## config.mk

```make
export PLATFORM = sky130hd
export DESIGN_NAME = pwm_hex_command_parser
export DESIGN_NICKNAME = d
export VERILOG_FILES = /design/src/rtl/phcp_pkg.sv /design/src/rtl/pwm_hex_command_parser.sv /design/src/rtl/phcp_char_decode.sv
export VERILOG_INCLUDE_DIRS = /design/src /design/src/rtl
export SDC_FILE = /design/constraint.sdc
export NUM_CORES = 1
export LEC_CHECK = 0
export ABC_AREA = 1
export BUFFER_PORTS_ARGS = -buffer_cell sky130_fd_sc_hd__buf_4
export CORE_MARGIN = 5
export CORE_UTILIZATION = 39
export CTS_CLUSTER_DIAMETER = 40
export DETAILED_ROUTE_END_ITERATION = 10
export GPL_TIMING_DRIVEN = 0
export HOLD_SLACK_MARGIN = 0.06
export SLEW_MARGIN = 15
export SYNTH_ARGS = -nofsm -noshare
export SYNTH_HDL_FRONTEND = slang
export SYNTH_SLANG_ARGS = --single-unit
```

## constraint.sdc

```tcl
create_clock -name i_clk -period 2.73 [get_ports i_clk]
set_input_delay 0.546 -clock i_clk [delete_from_list [all_inputs] [get_ports i_clk]]
set_output_delay 0.546 -clock i_clk [all_outputs]
set_load 0.005 [all_outputs]
```

## src/rtl/pwm_hex_command_parser_defines.svh

```systemverilog
// ----------------------------------------------------------------------------
// pwm_hex_command_parser_defines: assertion macros
// Shared assertion templates, clocked on i_clk and disabled during reset.
// ----------------------------------------------------------------------------
`ifndef PWM_HEX_COMMAND_PARSER_DEFINES_SVH
`define PWM_HEX_COMMAND_PARSER_DEFINES_SVH

// condition in this cycle implies consequence in the same cycle
`define PHCP_ASSERT_NOW(lbl, ante, cons, msg) \
    lbl: assert property (@(posedge i_clk) disable iff (!i_rst_n) (ante) |-> (cons)) \
        else $error(msg);

// condition in this cycle implies consequence in the next cycle
`define PHCP_ASSERT_NEXT(lbl, ante, cons, msg) \
    lbl: assert property (@(posedge i_clk) disable iff (!i_rst_n) (ante) |=> (cons)) \
        else $error(msg);

`endif

```

## src/rtl/phcp_pkg.sv

```systemverilog
// ----------------------------------------------------------------------------
// phcp_pkg: shared types and constants
// Parser states, character codes and the decoded character record.
// ----------------------------------------------------------------------------
package phcp_pkg;

    localparam int NUM_CHANNELS = 6;

    localparam logic [7:0] CHAR_C  = 8'h43;
    localparam logic [7:0] CHAR_A  = 8'h41;
    localparam logic [7:0] CHAR_F  = 8'h46;
    localparam logic [7:0] CHAR_0  = 8'h30;
    localparam logic [7:0] CHAR_1  = 8'h31;
    localparam logic [7:0] CHAR_9  = 8'h39;
    localparam logic [7:0] CHAR_CR = 8'h0D;
    localparam logic [7:0] CHAR_LF = 8'h0A;
    localparam logic [7:0] CHAR_CHAN_LAST = 8'(CHAR_0 + NUM_CHANNELS);

    localparam logic [2:0] ADJ_DIGITS = 3'd4;

    localparam logic KIND_CHAN = 1'b0;
    localparam logic KIND_ADJ  = 1'b1;

    typedef enum logic [3:0] {
        ST_CMD     = 4'd0,
        ST_CV_CHAN = 4'd1,
        ST_CV_HI   = 4'd2,
        ST_CV_LO   = 4'd3,
        ST_CV_END  = 4'd4,
        ST_AV_CHAN = 4'd5,
        ST_AV_DIG  = 4'd6,
        ST_AV_END  = 4'd7,
        ST_EOL     = 4'd8
    } t_parse_state;

    typedef struct packed {
        logic       is_c;
        logic       is_a;
        logic       is_eol;
        logic       hex_ok;
        logic [3:0] nibble;
        logic       chan_ok;
        logic [2:0] chan_idx;
    } t_char_info;

endpackage

```

## src/rtl/pwm_hex_command_parser.sv

```systemverilog
// ----------------------------------------------------------------------------
// pwm_hex_command_parser: line command parser for pwm channel writes
// Parses ASCII "C n hh" and "A n xxxx" lines into channel write events.
// ----------------------------------------------------------------------------
// Usage:
//   slave side takes one ASCII byte per transfer in i_s_tdata[7:0].
//   "C", channel digit, two uppercase hex digits, then CR or LF gives a
//   channel value write; "A", channel digit, four hex characters, then CR or
//   LF gives an adjust value write. Anything unexpected skips to line end.
//   master side carries one write event per transfer: tuser holds the kind,
//   tdata the channel and the value.
// Timing and throughput:
//   one byte per cycle while the result register is empty or draining. The
//   event appears on the master side in the cycle after the transfer of the
//   closing line end byte; the parser state and the result are registered.
// Reset:
//   synchronous, active low; the parser waits for a command and no event is
//   pending.
// Stall:
//   a pending event is held in the result register; bytes keep being taken
//   while it drains, and input stalls only when it is full and not taken.
// ----------------------------------------------------------------------------
`include "pwm_hex_command_parser_defines.svh"

module pwm_hex_command_parser (
    input  logic        i_clk,
    input  logic        i_rst_n,
    input  logic        i_s_tvalid,
    output logic        o_s_tready,
    input  logic [7:0]  i_s_tdata,   // [7:0] in_char
    output logic        o_m_tvalid,
    input  logic        i_m_tready,
    output logic [23:0] o_m_tdata,   // [2:0] channel, [18:3] value, rest zero
    output logic [0:0]  o_m_tuser    // [0] write_kind
);
    import phcp_pkg::*;

    t_char_info   ch;
    t_parse_state r_state, n_state;
    logic [2:0]   r_chan, n_chan;
    logic [15:0]  r_acc, n_acc;
    logic [2:0]   r_count, n_count;
    logic         r_bad, n_bad;
    logic         emit;
    logic         s_xfer;
    logic         out_is_chan;

    logic         r_out_valid;
    logic         r_out_kind;
    logic [2:0]   r_out_chan;
    logic [15:0]  r_out_value;
    logic         n_out_kind;
    logic [15:0]  n_out_value;

    phcp_char_decode u_decode (
        .i_char (i_s_tdata),
        .o_info (ch)
    );

    // no byte is taken while in reset
    assign o_s_tready = i_rst_n && (!r_out_valid || i_m_tready);
    assign s_xfer     = i_s_tvalid && o_s_tready;

    // next state
    always_comb begin
        n_state = r_state;
        case (r_state)
            ST_CMD: begin
                if (ch.is_c) begin
                    n_state = ST_CV_CHAN;
                end else if (ch.is_a) begin
                    n_state = ST_AV_CHAN;
                end else if (ch.is_eol) begin
                    n_state = ST_CMD;
                end else begin
                    n_state = ST_EOL;
                end
            end
            ST_CV_CHAN: begin
                n_state = ch.chan_ok ? ST_CV_HI : ST_EOL;
            end
            ST_AV_CHAN: begin
                n_state = ch.chan_ok ? ST_AV_DIG : ST_EOL;
            end
            ST_CV_HI: begin
                n_state = ch.hex_ok ? ST_CV_LO : ST_EOL;
            end
            ST_CV_LO: begin
                n_state = ch.hex_ok ? ST_CV_END : ST_EOL;
            end
            ST_AV_DIG: begin
                // judged only once all four characters are in
                if (n_count >= ADJ_DIGITS) begin
                    n_state = n_bad ? ST_EOL : ST_AV_END;
                end
            end
            ST_CV_END, ST_AV_END: begin
                n_state = ch.is_eol ? ST_CMD : ST_EOL;
            end
            default: begin
                n_state = ch.is_eol ? ST_CMD : ST_EOL;
            end
        endcase
    end

    // datapath and event
    always_comb begin
        n_chan      = r_chan;
        n_acc       = r_acc;
        n_count     = r_count;
        n_bad       = r_bad;
        emit        = 1'b0;
        n_out_kind  = KIND_CHAN;
        n_out_value = {8'd0, r_acc[7:0]};
        case (r_state)
            ST_CV_CHAN: begin
                if (ch.chan_ok) begin
                    n_chan = ch.chan_idx;
                end
            end
            ST_AV_CHAN: begin
                if (ch.chan_ok) begin
                    n_chan  = ch.chan_idx;
                    n_acc   = 16'd0;
                    n_count = 3'd0;
                    n_bad   = 1'b0;
                end
            end
            ST_CV_HI: begin
                if (ch.hex_ok) begin
                    n_acc = {12'd0, ch.nibble};
                end
            end
            ST_CV_LO: begin
                if (ch.hex_ok) begin
                    n_acc = {8'd0, r_acc[3:0], ch.nibble};
                end
            end
            ST_AV_DIG: begin
                n_acc   = {r_acc[11:0], ch.nibble};
                n_bad   = r_bad || !ch.hex_ok;
                n_count = r_count + 3'd1;
            end
            ST_CV_END: begin
                emit = ch.is_eol;
            end
            ST_AV_END: begin
                emit        = ch.is_eol;
                n_out_kind  = KIND_ADJ;
                n_out_value = r_acc;
            end
            default: begin
                emit = 1'b0;
            end
        endcase
    end

    always_ff @(posedge i_clk) begin
        if (!i_rst_n) begin
            r_state <= ST_CMD;
            r_chan  <= 3'd0;
            r_acc   <= 16'd0;
            r_count <= 3'd0;
            r_bad   <= 1'b0;
        end else if (s_xfer) begin
            r_state <= n_state;
            r_chan  <= n_chan;
            r_acc   <= n_acc;
            r_count <= n_count;
            r_bad   <= n_bad;
        end
    end

    always_ff @(posedge i_clk) begin
        if (!i_rst_n) begin
            r_out_valid <= 1'b0;
        end else if (s_xfer && emit) begin
            r_out_valid <= 1'b1;
        end else if (i_m_tready) begin
            r_out_valid <= 1'b0;
        end
    end

    always_ff @(posedge i_clk) begin
        if (s_xfer && emit) begin
            r_out_kind  <= n_out_kind;
            r_out_chan  <= r_chan;
            r_out_value <= n_out_value;
        end
    end

    assign o_m_tvalid = r_out_valid;
    assign o_m_tuser  = r_out_kind;
    assign o_m_tdata  = {5'd0, r_out_value, r_out_chan};

    assign out_is_chan = o_m_tvalid && (o_m_tuser[0] == KIND_CHAN);

    `PHCP_ASSERT_NEXT(a_eol_emits, s_xfer && emit, o_m_tvalid, "no event after closing line end")
    `PHCP_ASSERT_NOW(a_count_range, r_state == ST_AV_DIG, r_count < ADJ_DIGITS, "bad adjust count")
    `PHCP_ASSERT_NOW(a_chan_upper_zero, out_is_chan, o_m_tdata[18:11] == 8'd0, "upper value bits set")

endmodule

```

## src/rtl/phcp_char_decode.sv

```systemverilog
// ----------------------------------------------------------------------------
// phcp_char_decode: character classifier
// Classifies one received byte: command letters, line end, hex digit value
// and channel digit index.
// ----------------------------------------------------------------------------
module phcp_char_decode (
    input  logic [7:0]          i_char,
    output phcp_pkg::t_char_info o_info
);
    import phcp_pkg::*;

    logic is_dec;
    logic is_hex_alpha;

    always_comb begin
        is_dec       = (i_char >= CHAR_0) && (i_char <= CHAR_9);
        is_hex_alpha = (i_char >= CHAR_A) && (i_char <= CHAR_F);

        o_info.is_c   = (i_char == CHAR_C);
        o_info.is_a   = (i_char == CHAR_A);
        o_info.is_eol = (i_char == CHAR_CR) || (i_char == CHAR_LF);
        o_info.hex_ok = is_dec || is_hex_alpha;

        // only uppercase letters count, lowercase falls through as invalid
        if (is_hex_alpha) begin
            o_info.nibble = 4'(i_char - CHAR_A + 8'd10);
        end else begin
            o_info.nibble = 4'(i_char - CHAR_0);
        end

        o_info.chan_ok  = (i_char >= CHAR_1) && (i_char <= CHAR_CHAN_LAST);
        // index kept in three bits, so the ninth channel wraps to zero
        o_info.chan_idx = 3'(i_char - CHAR_1);
    end

endmodule

```

### Yosys cells after proc, flatten, opt, wreduce, memory -nomap -nowiden

Cells that the tools add are included.
W data, S select, Z words.

| storage, ports and cells | value |
|---|---|
| output and inout port bits | 27 |
| flip-flop bits (word level) | 48 |
| input port bits | 12 |

| operators by class | value |
|---|---|
| $add $sub $neg | 5 |
| equality and inequality tests | 15 |
| multiplexer cells | 23 |
| reductions and logical operators | 20 |
| $lt $le $gt $ge | 7 |

Operator list:

| cell | number |
|---|---|
| $pmux W16 S4 | 1 |
| $mux W16 | 3 |
| $mux W4 | 10 |
| $pmux W4 S6 | 1 |
| $eq A4 B3 Y1 const B | 4 |
| $eq A8 B4 Y1 const B | 2 |
| $eq A8 B7 Y1 const B | 2 |
| $ge A8 B6 Y1 const B | 2 |
| $le A8 B6 Y1 const B | 2 |
| $eq A4 B2 Y1 const B | 2 |
| $ge A8 B7 Y1 const B | 1 |
| $le A8 B7 Y1 const B | 1 |
| $ne A2 B2 Y1 const B | 4 |
| $sub A4 B1 Y4 const B | 2 |
| $logic_and A1 B1 Y1 | 6 |
| $pmux W3 S2 | 1 |
| $mux W1 | 5 |
| $reduce_and A5 Y1 | 1 |
| $add A4 B4 Y4 const B | 1 |
| $eq A4 B1 Y1 const B | 1 |
| $logic_not A4 Y1 | 1 |
| $logic_or A1 B1 Y1 | 4 |
| $reduce_bool A4 Y1 | 1 |
| $reduce_or A2 Y1 | 2 |
| 9 further kinds | 10 |

### Depth between registers and ports, before layout

| logic depth | value |
|---|---|
| depth after elaboration | 9 |
| mapped depth | 14 |
| gate-level depth less buffers | 14 |

### Cells and area by module

A second synthesis with hierarchy kept.

| second synthesis, totals | value |
|---|---|
| cell total of the unflattened synthesis | 332 |
| area, all modules | 2,493.6 µm² |

Modules (own cells, without submodules):

| module | times used | cells an instance | sequential area each (µm²) | area each (µm²) |
|---|---|---|---|---|
| pwm_hex_command_parser | 1 | 267 | 1,161.1 | 2,157.1 |
| phcp_char_decode | 1 | 65 | 0.0 | 336.6 |

### Worst setup path before layout

Ideal clock, no wire load.

| timing path | value |
|---|---|
| kind | input to register |
| start point | in i_s_tdata[0] |
| end point | reg r_acc[3] |
| data required time | 2.617 ns |
| setup slack | 0.674 ns |
| data arrival time | 1.944 ns |
| cell stages on the path | 14 |
| path through | inv_1 > ha_1 > nand2_1 > nand2_1 > nand2_1 > o21ai_0 > nand2_1 > nand3_1 > nand2_1 > nor3_4 > buf_6 > nand2_1 > nand2_1 > nor2_1 |

| between the ends | value |
|---|---|
| word-level cells in the longest chain between the ends | 5 |

Ends and longest elaborated chain:

| item | line | text |
|---|---|---|
| from (decl) | pwm_hex_command_parser.sv:30 | `input logic [7:0] i_s_tdata,` |
| $sub A4 B1 Y4 (tied with other cells) | phcp_char_decode.sv:26 | `o_info.nibble = 4'(i_char - CHAR_A + 8'd10);` |
| $add A4 B4 Y4 (tied with other cells) | phcp_char_decode.sv:26 |  |
| $mux W4 / $logic_or A1 B1 Y1 (equally long branches) | phcp_char_decode.sv:25, phcp_char_decode.sv:22 |  |
| $mux W16 (tied with other cells) | pwm_hex_command_parser.sv:135 | `if (ch.hex_ok) begin` |
| $pmux W16 S4 / $reduce_and A5 Y1 (equally long branches) | n/a |  |
| to (signal assigned) | pwm_hex_command_parser.sv:168 | `r_acc <= n_acc;` |
| to (decl) | pwm_hex_command_parser.sv:41 | `logic [15:0] r_acc, n_acc;` |

Several ways; a longest one is shown, not always the timed one. The select of a mux whose other input is x is not followed.
A chain may end at the register's enable or synchronous reset.

### Final worst setup path

| timing path | value |
|---|---|
| start point | in i_s_tdata[0] |
| end point | reg r_out_value[7], enable pin |

| between the ends | value |
|---|---|
| word-level cells in the longest chain between the ends | 4 |

Ends and longest elaborated chain:

| item | line | text |
|---|---|---|
| $eq A8 B4 Y1 | phcp_char_decode.sv:21 | `o_info.is_eol = (i_char == CHAR_CR) \|\| (i_char == CHAR_LF);` |
| $logic_or A1 B1 Y1 (*) | phcp_char_decode.sv:21 |  |
| $mux W1 (*) | pwm_hex_command_parser.sv:115 | `case (r_state)` |
| $logic_and A1 B1 Y1 (*) | pwm_hex_command_parser.sv:185 | `if (s_xfer && emit) begin` |
| to (signal assigned) | pwm_hex_command_parser.sv:188 | `r_out_value <= n_out_value;` |
| to (decl) | pwm_hex_command_parser.sv:51 | `logic [15:0] r_out_value;` |

Every way passes the cells marked *; elsewhere a longest branch is shown, timed or not.

==> summary.txt <==
Outcome
  • Outcome: complete, no violations

GRT
  • Initial antenna violation count: 0
  • Largest net degree at the start of global routing: 21
  • GRT Util Overall: 0.129
  • Vias in the first global route: 1890
  • Total gr overflow: 0
  • First-pass GRT wire length: 8050 µm

Floorplan
  • Die X: 89.2 µm
  • Initial Util: 0.408
  • # rows: 28
  • Num ports: 39
  • Chip Height: 89.2 µm
  • Die area: 7950 µm²
  • Placeable core area: 5990 µm²

Setup path
  • Crit-path max FO: 20
  • Worst Path Required: 2.65 ns
  • CP Class: input pin to flip-flop
  • Worst setup SP type: input pin
  • Worst path arrival time: 2.09 ns
  • Worst Setup End Kind: flip-flop

Flow run
  • Max cap viols: 0

Cells and area
  • Inserted Diodes: 0
  • Final #Nets: 381
  • Leading cell type in the layout, fill and taps excluded: nand2_1
  • Synth-to-Final Area Change: 18.0%
  • Leading cell types in the layout, fill and taps excluded: 95 x nand2_1, 53 x nor2_1, 38 x buf_4
  • Share of cells above drive strength 1: 0.198

Timing
  • Min Tclk post-route: 2.17 ns
  • Setup TNS: 0 ns
  • Setup violators final: 0
  • Slew @ Worst Pin: 0.755 ns
  • Final Hold Viols: 0
  • Max Fclk: 461 MHz
  • Slew Limit Fails: 0
  • Final Skew: 0.0139 ns
  • Worst Hold Margin: 0.443 ns
  • Fin crit share: 0.795
  • Rel. slew slack: 0.496
  • RSZ-0062 raised after global routing: false
  • Worst Slack Setup Final: 0.560 ns

Yosys
  • Synth Register Bits: 48
  • Adder-Cell Fraction of Synth Area: 0.0307
  • Synth Area in Compound Gates: 0.0635
  • Mapped Area: 2440 µm²
  • Register area share after synthesis: 0.475
  • Xor-xnor portion of the synthesized cell area: 0.00716
  • Synth Area in Simple Gates: 0.332
  • Multiplexer area fraction after synthesis: 0
  • Synth cell types: 33
  • Synth warn: 0
  • Largest family of logic cells by synthesized area: simple AND/OR/NAND/NOR gates
  • Mapped Avg Cell Area: 7.66 µm²
  • Gate Count Post-Synth: 319

Routing
  • Final WL: 4550 µm
  • TritonRoute pass-1 iters: 4
  • Via count: 1974
  • Residual DRC count: 0
  • Starting DRT DRC Count: 75
  • WL/cell: 10.4 µm
  • ANT nets after route: 0
  • Via-to-Cell Ratio: 4.50

Clocking
  • CTS tree: done
  • Resize count post-CTS: 0
  • H-tree level count: 2
  • Clk_lat worst skew: 0.30 ns
  • Clock Sinks: 48
  • Root Buffer Master: clkbuf_8
  • Worst-path clk slew: 0.09 ns
  • CTS buffer count: 5
  • CTS Hold Bufs: 0
  • Post-CTS setup buffers: 0
  • CTS max path bufs: 2

Place
  • I/O Buffers: 33
  • Place WS: 0.206 ns
  • Gpl congestion: 0.826
  • Detailed placement HPWL: 3600 µm

Pwr
  • PwrDens: 430 nW/µm²
  • VDD IR max: 0.205 mV
  • LEAKAGE: 1.19 nW

Worst hold path
  • Hold Crit Class: flip-flop to flip-flop
cell usage after synthesis (all sizes together):
library cell | count | area, µm²
nand3 | 16 | 85.1
a31oi | 1 | 6.26
nand3b | 1 | 7.51
clkinv | 1 | 3.75
nand2 | 98 | 380
a21oi | 14 | 70.1
inv | 33 | 124
or2 | 2 | 12.5
clkbuf | 3 | 11.3
xor2 | 2 | 17.5
nand4 | 2 | 12.5
ha | 6 | 75.1
buf | 9 | 82.6
dfxtp | 28 | 561
o21ai | 12 | 63.8
nor3 | 3 | 31.3
nor2 | 63 | 267
edfxtp | 20 | 601
o211ai | 2 | 15.0
conb | 1 | 3.75
nor3b | 2 | 15.0
layout make-up:
type / instances / area, µm²
Tap cell: 75 / 93.8
Buffer: 12 / 93.8
Multi-Input combinational cell: 229 / 1080
Timing Repair Buffer: 33 / 248
Clock inverter: 2 / 11.3
Sequential cell: 48 / 1160
Clock buffer: 6 / 72.6
Fill cell: 612 / 3110
Inverter: 34 / 128
cell families (layout without fill, tap and decap cells):
logic type	after synthesis	count (layout)
fa+ha+maj	6	6
buf+inv	46	87
flops	48	48
compound gates	29	29
xor+xnor	2	2
simple gates	187	187
other cells	1	5
worst max-delay path, cell delays in order:
cell      delay (ns)
buf_4           0.12
inv_1           0.19
ha_1            0.19
o211ai_1        0.08
nor2_1          0.23
nand3_1         0.15
inv_1           0.58
state kept, by name, summed over array words and instances (netlist names):
| name | cells |
|---|---|
| r_out_chan | 3 |
| r_out_value | 16 |
| o_m_tuser | 1 |
| r_state | 4 |
| r_bad | 1 |
| r_chan | 3 |
| r_acc | 16 |
| o_m_tvalid | 1 |
| r_count | 3 |
path summary, 6_finish.rpt:
check,to,cells past startpoint,slack [ns],startpoint
setup / recovery,r_out_value[7],7,0.56,i_s_tdata[0]
hold / removal,r_out_chan[1],0,0.44,r_chan[1]
setup reg to reg,r_out_value[7],5,0.86,o_m_tvalid
hold reg to reg,r_out_chan[1],0,0.44,r_chan[1]
power breakdown:
group / leakage, nW / switching [mW] / internal, mW
logic: 0.732 / 0.0567 / 0.0382
registers: 0.416 / 0.00168 / 0.742
clock network: 0.0455 / 0.222 / 0.180
total: 1.19 / 0.281 / 0.960
metrics by stage:
step	total power, mW	util	std cells	instance area [µm²]
3_3_place_gp	0.855	0.468	431	2800
3_5_place_dp	0.856	0.468	431	2800
4_1_cts	1.26	0.482	439	2890
2_1_floorplan	0.824	-	323	2460
5_1_grt	1.31	0.482	439	2890
6_report	1.24	0.482	439	2890
metal layers:
layer	vias to the layer above	global-route usage	part of all wire
li1	1076	-	-
met1	856	0.155	0.45
met2	33	0.219	0.48
met3	9	0.0249	0.044
met4	0	0.0636	0.023
met5	-	0	0
(Power assumes the default switching activity.)
